==> config.mk <==
export PLATFORM = sky130hd
export DESIGN_NAME = redo_log_transaction_tracker_flat
export DESIGN_NICKNAME = d
export VERILOG_FILES = /design/src/rtl/rltt_pkg.sv /design/src/rtl/rltt_req_if.sv /design/src/rtl/rltt_rsp_if.sv /design/src/rtl/redo_log_transaction_tracker.sv /design/src/flat_wrapper.sv
export SDC_FILE = /design/constraint.sdc
export NUM_CORES = 2
export LEC_CHECK = 0
export BUFFER_PORTS_ARGS = -buffer_cell sky130_fd_sc_hd__buf_2
export CORE_ASPECT_RATIO = 0.9
export CORE_MARGIN = 1
export CORE_UTILIZATION = 35
export CTS_BUF_LIST = sky130_fd_sc_hd__clkbuf_8
export CTS_CLUSTER_SIZE = 10
export DETAILED_ROUTE_END_ITERATION = 12
export SLEW_MARGIN = 10
export SYNTH_ARGS = -nofsm -noshare
export SYNTH_HDL_FRONTEND = slang
export SYNTH_SLANG_ARGS = --single-unit
export TNS_END_PERCENT = 1
==> constraint.sdc <==
create_clock -name clock -period 7.37 [get_ports clock]
set_input_delay 0.3685 -clock clock [delete_from_list [all_inputs] [get_ports clock]]
set_output_delay 0.3685 -clock clock [all_outputs]
set_load 0.01 [all_outputs]
==> src/rtl/rltt_pkg.sv <==
package rltt_pkg;

   // log geometry
   localparam int LOG_SLOTS = 30;
   localparam int CNT_W     = $clog2(LOG_SLOTS + 1);
   localparam int IDX_W     = (LOG_SLOTS > 1) ? $clog2(LOG_SLOTS) : 1;

   // field widths
   localparam int FUNC_W    = 2;
   localparam int BLOCK_W   = 32;
   localparam int STATUS_W  = 3;
   localparam int ACTION_W  = 3;
   localparam int SLOT_W    = 5;
   localparam int AREA_W    = 16;
   localparam int MAXOP_W   = 5;
   localparam int OPEN_W    = 8;
   localparam int CSR_IDX_W = 2;
   localparam int CSR_DAT_W = 32;

   // request functions
   localparam logic [FUNC_W-1:0] FUNC_BEGIN = 2'd0;
   localparam logic [FUNC_W-1:0] FUNC_END   = 2'd1;
   localparam logic [FUNC_W-1:0] FUNC_WRITE = 2'd2;

   // response status codes
   localparam logic [STATUS_W-1:0] ST_OK       = 3'd0;
   localparam logic [STATUS_W-1:0] ST_WAIT     = 3'd1;
   localparam logic [STATUS_W-1:0] ST_TOO_BIG  = 3'd2;
   localparam logic [STATUS_W-1:0] ST_OUTSIDE  = 3'd3;
   localparam logic [STATUS_W-1:0] ST_NO_BEGIN = 3'd4;

   // response actions
   localparam logic [ACTION_W-1:0] ACT_NONE    = 3'd0;
   localparam logic [ACTION_W-1:0] ACT_COPY    = 3'd1;
   localparam logic [ACTION_W-1:0] ACT_HEADER  = 3'd2;
   localparam logic [ACTION_W-1:0] ACT_INSTALL = 3'd3;
   localparam logic [ACTION_W-1:0] ACT_CLEAR   = 3'd4;

   // configuration register indexes
   localparam logic [CSR_IDX_W-1:0] CSR_LOG_START = 2'd0;
   localparam logic [CSR_IDX_W-1:0] CSR_LOG_AREA  = 2'd1;
   localparam logic [CSR_IDX_W-1:0] CSR_MAX_OP    = 2'd2;

   // configuration reset values
   localparam logic [BLOCK_W-1:0] LOG_START_RST = 32'd2;
   localparam logic [AREA_W-1:0]  LOG_AREA_RST  = 16'd31;
   localparam logic [MAXOP_W-1:0] MAX_OP_RST    = 5'd10;

   // one result item
   typedef struct packed {
      logic [STATUS_W-1:0] status;
      logic [ACTION_W-1:0] action;
      logic [BLOCK_W-1:0]  source_block;
      logic [BLOCK_W-1:0]  dest_block;
      logic [SLOT_W-1:0]   slot;
      logic [SLOT_W-1:0]   header_count;
      logic                last;
   } rsp_type;

endpackage

==> src/rtl/rltt_req_if.sv <==
interface rltt_req_if;
   logic                             valid;
   logic                             ready;
   logic [rltt_pkg::FUNC_W-1:0]      func;
   logic [rltt_pkg::BLOCK_W-1:0]     block_number;

   modport source (output valid, func, block_number, input ready);
   modport sink   (input valid, func, block_number, output ready);
endinterface

==> src/rtl/rltt_rsp_if.sv <==
interface rltt_rsp_if;
   logic                             valid;
   logic                             ready;
   logic [rltt_pkg::STATUS_W-1:0]    status;
   logic [rltt_pkg::ACTION_W-1:0]    action;
   logic [rltt_pkg::BLOCK_W-1:0]     source_block;
   logic [rltt_pkg::BLOCK_W-1:0]     dest_block;
   logic [rltt_pkg::SLOT_W-1:0]      slot;
   logic [rltt_pkg::SLOT_W-1:0]      header_count;
   logic                             last;

   modport source (output valid, status, action, source_block, dest_block, slot,
                   header_count, last, input ready);
   modport sink   (input valid, status, action, source_block, dest_block, slot,
                   header_count, last, output ready);
endinterface

==> src/rtl/redo_log_transaction_tracker.sv <==
// Redo-log transaction tracker. Takes one request at a time (begin, end or a
// block write) and answers through a registered response stage. The logged
// block numbers live in a 30-entry synchronous memory with one read port.
// Begin, end without commit and rejected writes go from idle to the put state,
// which waits for the response stage. An accepted write into a non-empty log
// scans the logged slots one per cycle through the memory read port. An end
// that commits streams 2 * logged_count + 2 responses at one per cycle while
// the sink keeps ready high. The user must write config registers through the
// csr_ port only while no request is in flight; the block does not enforce it.
module redo_log_transaction_tracker (
   input  logic                              clock,
   input  logic                              reset,
   rltt_req_if.sink                          req,
   rltt_rsp_if.source                        rsp,
   input  logic                              csr_wr_en,
   input  logic [rltt_pkg::CSR_IDX_W-1:0]    csr_index,
   input  logic [rltt_pkg::CSR_DAT_W-1:0]    csr_wr_data
);

   localparam int CNT_W = rltt_pkg::CNT_W;
   localparam int IDX_W = rltt_pkg::IDX_W;

   localparam logic [2:0] S_IDLE = 3'd0;
   localparam logic [2:0] S_PUT  = 3'd1;
   localparam logic [2:0] S_SCAN = 3'd2;
   localparam logic [2:0] S_COPY = 3'd3;
   localparam logic [2:0] S_HDR  = 3'd4;
   localparam logic [2:0] S_INST = 3'd5;
   localparam logic [2:0] S_CLR  = 3'd6;

   logic [2:0]                      state_ff, state_in;
   logic [rltt_pkg::OPEN_W-1:0]     open_ff, open_in;
   logic [CNT_W-1:0]                count_ff, count_in;
   logic [CNT_W-1:0]                ptr_ff, ptr_in;
   logic [rltt_pkg::BLOCK_W-1:0]    blk_ff, blk_in;
   rltt_pkg::rsp_type               pend_ff, pend_in;
   rltt_pkg::rsp_type               out_ff, out_in;
   logic                            out_valid_ff, out_valid_in;

   logic [rltt_pkg::BLOCK_W-1:0]    log_start_ff;
   logic [rltt_pkg::AREA_W-1:0]     log_area_ff;
   logic [rltt_pkg::MAXOP_W-1:0]    max_op_ff;

   logic [rltt_pkg::BLOCK_W-1:0]    mem [rltt_pkg::LOG_SLOTS];
   logic [rltt_pkg::BLOCK_W-1:0]    rdata_ff;
   logic                            mem_we;
   logic [IDX_W-1:0]                mem_waddr;
   logic [rltt_pkg::BLOCK_W-1:0]    mem_wdata;
   logic [IDX_W-1:0]                mem_raddr;

   logic                            accept;
   logic                            out_free;
   logic                            out_load;
   logic [8:0]                      open_inc;
   logic [13:0]                     resv;
   logic [14:0]                     need;
   logic                            fits;
   logic                            log_full;
   logic                            at_end;
   logic [rltt_pkg::BLOCK_W-1:0]    slot_block;
   rltt_pkg::rsp_type               res;

   assign accept    = req.valid && req.ready;
   assign out_free  = !out_valid_ff || rsp.ready;
   assign req.ready = (state_ff == S_IDLE);

   // reservation check for begin
   assign open_inc = {1'b0, open_ff} + 9'd1;
   assign resv     = 14'(open_inc) * 14'(max_op_ff);
   assign need     = 15'(resv) + 15'(count_ff);
   assign fits     = (need <= 15'(rltt_pkg::LOG_SLOTS));

   // log full check for write
   assign log_full = (count_ff >= CNT_W'(rltt_pkg::LOG_SLOTS)) ||
                     ((17'(count_ff) + 17'd1) >= 17'(log_area_ff));

   assign at_end     = (ptr_ff == (count_ff - CNT_W'(1)));
   assign slot_block = log_start_ff + rltt_pkg::BLOCK_W'(ptr_ff) + 32'd1;
   assign mem_raddr  = ptr_in[IDX_W-1:0];

   // request sequencing
   always_comb begin
      state_in  = state_ff;
      open_in   = open_ff;
      count_in  = count_ff;
      ptr_in    = ptr_ff;
      blk_in    = blk_ff;
      pend_in   = pend_ff;
      out_load  = 1'b0;
      mem_we    = 1'b0;
      mem_waddr = count_ff[IDX_W-1:0];
      mem_wdata = blk_ff;

      res.status       = rltt_pkg::ST_OK;
      res.action       = rltt_pkg::ACT_NONE;
      res.source_block = '0;
      res.dest_block   = '0;
      res.slot         = '0;
      res.header_count = rltt_pkg::SLOT_W'(count_ff);
      res.last         = 1'b1;

      case (state_ff)
         S_IDLE: begin
            if (accept) begin
               blk_in   = req.block_number;
               state_in = S_PUT;
               case (req.func)
                  rltt_pkg::FUNC_BEGIN: begin
                     if (!fits || open_ff == 8'hFF) begin
                        res.status = rltt_pkg::ST_WAIT;
                     end else begin
                        open_in = open_ff + 8'd1;
                     end
                  end
                  rltt_pkg::FUNC_WRITE: begin
                     if (log_full) begin
                        res.status = rltt_pkg::ST_TOO_BIG;
                     end else if (open_ff == '0) begin
                        res.status = rltt_pkg::ST_OUTSIDE;
                     end else if (count_ff == '0) begin
                        mem_we           = 1'b1;
                        mem_wdata        = req.block_number;
                        count_in         = CNT_W'(1);
                        res.header_count = rltt_pkg::SLOT_W'(1);
                     end else begin
                        ptr_in   = '0;
                        state_in = S_SCAN;
                     end
                  end
                  rltt_pkg::FUNC_END: begin
                     if (open_ff == '0) begin
                        res.status = rltt_pkg::ST_NO_BEGIN;
                     end else begin
                        open_in = open_ff - 8'd1;
                        if (open_ff == 8'd1 && count_ff != '0) begin
                           ptr_in   = '0;
                           state_in = S_COPY;
                        end
                     end
                  end
                  default: begin
                     state_in = S_IDLE;
                  end
               endcase
               pend_in = res;
            end
         end
         S_PUT: begin
            if (out_free) begin
               out_load = 1'b1;
               res      = pend_ff;
               state_in = S_IDLE;
            end
         end
         // one logged slot compared per cycle
         S_SCAN: begin
            if (rdata_ff == blk_ff) begin
               res.slot = rltt_pkg::SLOT_W'(ptr_ff);
               pend_in  = res;
               state_in = S_PUT;
            end else if (at_end) begin
               mem_we           = 1'b1;
               count_in         = count_ff + CNT_W'(1);
               res.slot         = rltt_pkg::SLOT_W'(count_ff);
               res.header_count = rltt_pkg::SLOT_W'(count_ff + CNT_W'(1));
               pend_in          = res;
               state_in         = S_PUT;
            end else begin
               ptr_in = ptr_ff + CNT_W'(1);
            end
         end
         S_COPY: begin
            if (out_free) begin
               out_load         = 1'b1;
               res.action       = rltt_pkg::ACT_COPY;
               res.source_block = rdata_ff;
               res.dest_block   = slot_block;
               res.slot         = rltt_pkg::SLOT_W'(ptr_ff);
               res.last         = 1'b0;
               if (at_end) begin
                  ptr_in   = '0;
                  state_in = S_HDR;
               end else begin
                  ptr_in = ptr_ff + CNT_W'(1);
               end
            end
         end
         S_HDR: begin
            if (out_free) begin
               out_load       = 1'b1;
               res.action     = rltt_pkg::ACT_HEADER;
               res.dest_block = log_start_ff;
               res.last       = 1'b0;
               state_in       = S_INST;
            end
         end
         S_INST: begin
            if (out_free) begin
               out_load         = 1'b1;
               res.action       = rltt_pkg::ACT_INSTALL;
               res.source_block = slot_block;
               res.dest_block   = rdata_ff;
               res.slot         = rltt_pkg::SLOT_W'(ptr_ff);
               res.last         = 1'b0;
               if (at_end) begin
                  ptr_in   = '0;
                  state_in = S_CLR;
               end else begin
                  ptr_in = ptr_ff + CNT_W'(1);
               end
            end
         end
         S_CLR: begin
            if (out_free) begin
               out_load         = 1'b1;
               res.action       = rltt_pkg::ACT_CLEAR;
               res.dest_block   = log_start_ff;
               res.header_count = '0;
               count_in         = '0;
               state_in         = S_IDLE;
            end
         end
         default: begin
            state_in = S_IDLE;
         end
      endcase
   end

   // response stage
   always_comb begin
      out_in       = out_load ? res : out_ff;
      out_valid_in = out_load ? 1'b1 : (rsp.ready ? 1'b0 : out_valid_ff);
   end

   assign rsp.valid        = out_valid_ff;
   assign rsp.status       = out_ff.status;
   assign rsp.action       = out_ff.action;
   assign rsp.source_block = out_ff.source_block;
   assign rsp.dest_block   = out_ff.dest_block;
   assign rsp.slot         = out_ff.slot;
   assign rsp.header_count = out_ff.header_count;
   assign rsp.last         = out_ff.last;

   // control registers
   always_ff @(posedge clock) begin
      if (reset) begin
         state_ff     <= S_IDLE;
         open_ff      <= '0;
         count_ff     <= '0;
         ptr_ff       <= '0;
         out_valid_ff <= 1'b0;
      end else begin
         state_ff     <= state_in;
         open_ff      <= open_in;
         count_ff     <= count_in;
         ptr_ff       <= ptr_in;
         out_valid_ff <= out_valid_in;
      end
   end

   // payload registers
   always_ff @(posedge clock) begin
      blk_ff  <= blk_in;
      pend_ff <= pend_in;
      out_ff  <= out_in;
   end

   // configuration registers
   always_ff @(posedge clock) begin
      if (reset) begin
         log_start_ff <= rltt_pkg::LOG_START_RST;
         log_area_ff  <= rltt_pkg::LOG_AREA_RST;
         max_op_ff    <= rltt_pkg::MAX_OP_RST;
      end else if (csr_wr_en) begin
         case (csr_index)
            rltt_pkg::CSR_LOG_START: log_start_ff <= csr_wr_data;
            rltt_pkg::CSR_LOG_AREA:  log_area_ff  <= csr_wr_data[rltt_pkg::AREA_W-1:0];
            rltt_pkg::CSR_MAX_OP:    max_op_ff    <= csr_wr_data[rltt_pkg::MAXOP_W-1:0];
            default: begin
            end
         endcase
      end
   end

   // logged block memory
   always_ff @(posedge clock) begin
      if (mem_we) begin
         mem[mem_waddr] <= mem_wdata;
      end
      rdata_ff <= mem[mem_raddr];
   end

   // checks
   a_count_bound: assert property (@(posedge clock) disable iff (reset)
      count_ff <= CNT_W'(rltt_pkg::LOG_SLOTS))
      else $error("logged count beyond slot count");

   a_ptr_in_range: assert property (@(posedge clock) disable iff (reset)
      (state_ff == S_COPY || state_ff == S_INST || state_ff == S_SCAN) |->
      (ptr_ff < count_ff))
      else $error("slot pointer outside logged range");

   a_clear_empties: assert property (@(posedge clock) disable iff (reset)
      (state_ff == S_CLR && out_free) |=> (count_ff == '0 && state_ff == S_IDLE))
      else $error("commit did not empty the log");

   a_open_only_idle: assert property (@(posedge clock) disable iff (reset)
      (state_ff != S_IDLE) |=> $stable(open_ff))
      else $error("open operation count changed while busy");

endmodule

==> src/flat_wrapper.sv <==
// flat-port wrapper written by rule: the top's interface ports become plain ports
module redo_log_transaction_tracker_flat 
  (clock, reset, csr_wr_en, csr_index, csr_wr_data, req_valid, req_func, req_block_number, req_ready, rsp_valid, rsp_status, rsp_action, rsp_source_block, rsp_dest_block, rsp_slot, rsp_header_count, rsp_last, rsp_ready);
  rltt_req_if req_i ();
  rltt_rsp_if rsp_i ();
  input  logic clock;
  input  logic reset;
  input  logic csr_wr_en;
  input  logic [rltt_pkg::CSR_IDX_W-1:0] csr_index;
  input  logic [rltt_pkg::CSR_DAT_W-1:0] csr_wr_data;
  input wire logic [$bits(req_i.valid)-1:0] req_valid;
  input wire logic [$bits(req_i.func)-1:0] req_func;
  input wire logic [$bits(req_i.block_number)-1:0] req_block_number;
  output wire logic [$bits(req_i.ready)-1:0] req_ready;
  output wire logic [$bits(rsp_i.valid)-1:0] rsp_valid;
  output wire logic [$bits(rsp_i.status)-1:0] rsp_status;
  output wire logic [$bits(rsp_i.action)-1:0] rsp_action;
  output wire logic [$bits(rsp_i.source_block)-1:0] rsp_source_block;
  output wire logic [$bits(rsp_i.dest_block)-1:0] rsp_dest_block;
  output wire logic [$bits(rsp_i.slot)-1:0] rsp_slot;
  output wire logic [$bits(rsp_i.header_count)-1:0] rsp_header_count;
  output wire logic [$bits(rsp_i.last)-1:0] rsp_last;
  input wire logic [$bits(rsp_i.ready)-1:0] rsp_ready;
  assign req_i.valid = req_valid;
  assign req_i.func = req_func;
  assign req_i.block_number = req_block_number;
  assign req_ready = req_i.ready;
  assign rsp_valid = rsp_i.valid;
  assign rsp_status = rsp_i.status;
  assign rsp_action = rsp_i.action;
  assign rsp_source_block = rsp_i.source_block;
  assign rsp_dest_block = rsp_i.dest_block;
  assign rsp_slot = rsp_i.slot;
  assign rsp_header_count = rsp_i.header_count;
  assign rsp_last = rsp_i.last;
  assign rsp_i.ready = rsp_ready;
  redo_log_transaction_tracker u_core (.clock(clock), .reset(reset), .req(req_i), .rsp(rsp_i), .csr_wr_en(csr_wr_en), .csr_index(csr_index), .csr_wr_data(csr_wr_data));
endmodule
==> out/results.ini <==
[placed_design]
pre_cts_ws_ns=0.777
placed_area_um2=54200
dp_hpwl_um=92200
place_congestion=0.870
place_inst=5972
io_buffers=155

[routing]
vias=34200
routed_wl_um=150000
viasPerCell=5.36
drt_pre_antenna_iters=6
drt_iter0_drc=3830
routedWlPerCell_um=23.5
ant_nets=0
drc=0

[critical_path]
rr_startpoint=u_core.open_ff[0]$_SDFFE_PP0P_
reg2reg_depth=20
critPathLaunch=u_core.open_ff[0]$_SDFFE_PP0P_
reg2reg_slack_ns=0.69
cp-start-kind=flop
cp_data_arrival_time_ns=7.49
critical_path_class=reg -> reg
crit_path_end_kind=flop
worstPathRequired_ns=8.18
path_max_fanout=14
r2r-end=u_core.open_ff[3]$_SDFFE_PP0P_

[synthesis]
ys_ff_latch=1193
syn_nets=4174
syn_inst=4019
syn_area_per_cell_um2=12.7
synth_flop_cell=edfxtp_1
synth_edf_count=1086
synth-async-reset-ratio_pct=0
ys_warn_count=0
ys_types=85
netlist_area_um2=51000
synth_seq_area_share_pct=68.1

[layout]
nets=4435
layout.cells.non_filler=6376
finalInstanceArea_um2=58300
drive_gt1_share_pct=14.0
final_util_pct=40.4
area.growth.synth_to_final_pct=14.3

[clocking]
clock_path_buffers=3
cts.htree.levels=4
numCtsBuffers=184
cts_root_buf=clkbuf_8
cts.sinks=1193
path_clk_slew_ns=0.06
cts_tree=yes
clk_latency_ns=0.91

[floorplanning]
die-area_um2=147000
start_util_pct=35.3
fp.dieH_um=364
core_area_um2=144000
die_x_um=404
ios=156
row_count=132

[global_route]
antenna_found_initial=6
grt_pass1_vias=32500
grt_pass1_wl_um=219000
grt.total_usage_pct=20.0
grt.overflow.total=0
grt_max_degree=113

[sta]
setup_tns_ns=0
whs_ns=0.0964
fin_ws_ns=0.693
hold_violations=0
fin_skew_ns=0.0494
period_share_pct=90.6
tightest_slew_ns=1.16
slew_viol_final=0
relSlewSlack_pct=20.4
rsz0062_at_grt=false
period_needed_ns=6.68
setup_viol=0
fmax_ghz=0.150

[hold_path]
min-delay-start=csr_wr_en
min_to=u_core.max_op_ff[3]$_SDFFE_PP1P_
hp-class=in -> reg
hold_depth=3

[power]
ir_worst_vdd_mv=0.164
cellLeakagePower_nw=21.3
power_density_nw_per_um2=236
power_mw=13.7

[job]
maxCapViolCount=0

[status]
status=finished clean

placed cells by master (no fill, tap or decap), types with 43 or more instances in the layout:
cell type	synthesis	final
mux2i_1	151	151
dlygate4sd3_1	0	65
a21oi_1	184	183
xnor2_1	62	62
edfxtp_1	1086	1086
buf_4	18	89
buf_2	96	155
clkbuf_8	0	198
o21ai_0	69	69
nor3_1	55	54
nand2_1	901	899
nand3_1	243	243
dfxtp_1	107	107
o22ai_1	45	45
inv_1	78	140
and3_1	56	56
ha_1	55	55
clkinv_1	3	43
nor2_1	164	130
kinds of logic (layout without fill, tap and decap cells):
family,after synthesis,in the layout,share of synthesized area (%)
adders and majority gates,82,82,2.41
AOI/OAI and AO/OA,595,595,8.00
and+or+nand+nor,1552,1552,13.3
muxes,185,185,3.71
other,0,3,0
xor gates and xnor gates,86,86,1.48
buffers and inverters,326,737,2.99
DFF,1193,1193,68.1
how the worst max path moves through the flow:
| stage | to | slack, ns |
|---|---|---|
| finish | u_core.open_ff[3]$_SDFFE_PP0P_ | 0.69 |
| global route | u_core.open_ff[7]$_SDFFE_PP0P_ | 0.22 |
| CTS | u_core.open_ff[3]$_SDFFE_PP0P_ | 0.72 |
| detailed placement | u_core.open_ff[3]$_SDFFE_PP0P_ | 0.78 |
| global placement | u_core.open_ff[3]$_SDFFE_PP0P_ | 0.82 |
| floorplan | u_core.open_ff[7]$_SDFFE_PP0P_ | 2.03 |
area by class of cell:
| class | instances | area (um^2) |
|---|---|---|
| Tap cell | 1943 | 2430 |
| Antenna cell | 3 | 7.51 |
| Multi-Input combinational cell | 2500 | 15100 |
| Clock inverter | 138 | 739 |
| Inverter | 83 | 313 |
| Sequential cell | 1193 | 34800 |
| Fill cell | 13500 | 86000 |
| Timing Repair Buffer | 318 | 2270 |
| Clock buffer | 198 | 2730 |
metal layers:
metal	vias to the layer above	share of wire (%)	GRT usage [%]	wire length (um)
met5	-	0.039	0	58
met4	8	1.9	5.47	2920
met1	17100	44	28.5	66000
met3	216	8.8	3.83	13100
li1	15300	-	-	-
met2	1569	45	31.0	67800
synth_stat cells, types with 56 or more instances:
cell	number	area [um^2]
buf_2	96	480
clkbuf_1	97	364
nand3_1	243	1220
inv_1	78	293
xnor2_1	62	543
and3_1	56	350
a21oi_1	184	921
o21ai_0	69	345
dfxtp_1	107	2140
mux2i_1	151	1510
nand2_1	901	3380
nor2_1	164	616
edfxtp_1	1086	32600
what timing repair did:
item                                   in CTS  in global routing
gates resized for setup                     0                  0
endpoints found under the hold margin      86                  0
buffers inserted                            0                  0
hold buffers                               65                  0
report_power, final:
group          total (mW)  switching [mW]  internal, mW
registers            7.63          0.0861          7.55
logic               0.836           0.578         0.259
clock network        5.28            2.67          2.60
total                13.7            3.34          10.4
state kept, by name, summed over array words and instances, names as in the netlist, 5 cells and up:
name                     count
u_core.blk_ff               32
u_core.open_ff               8
u_core.ptr_ff                5
u_core.log_start_ff         32
u_core.max_op_ff             5
u_core.count_ff              5
u_core.rsp.header_count      5
u_core.rsp.dest_block       32
u_core.rsp.source_block     32
u_core.pend_ff              13
u_core.rsp.slot              5
u_core.rdata_ff             32
u_core.log_area_ff          16
u_core.mem                 960
worst max-delay path, cell delays in order, from the launching register on:
cell and delay [ns]:
dfxtp_1 0.50, ha_1 0.28, nand3_1 0.16, xnor2_1 0.38, nand2_1 0.14, fa_1 0.50, fa_1 0.51, fa_1 0.50
inv_1 0.04, ha_1 0.30, nor2b_1 0.15, o21a_1 0.18, o21ai_1 0.17, a21boi_0 0.14, o21a_1 0.20, o21ai_0 0.22
nand3_1 0.10, a2111oi_0 1.02, o21ai_1 0.51, or3_1 0.46, a21oi_1 0.14
(Power assumes the default switching activity.)
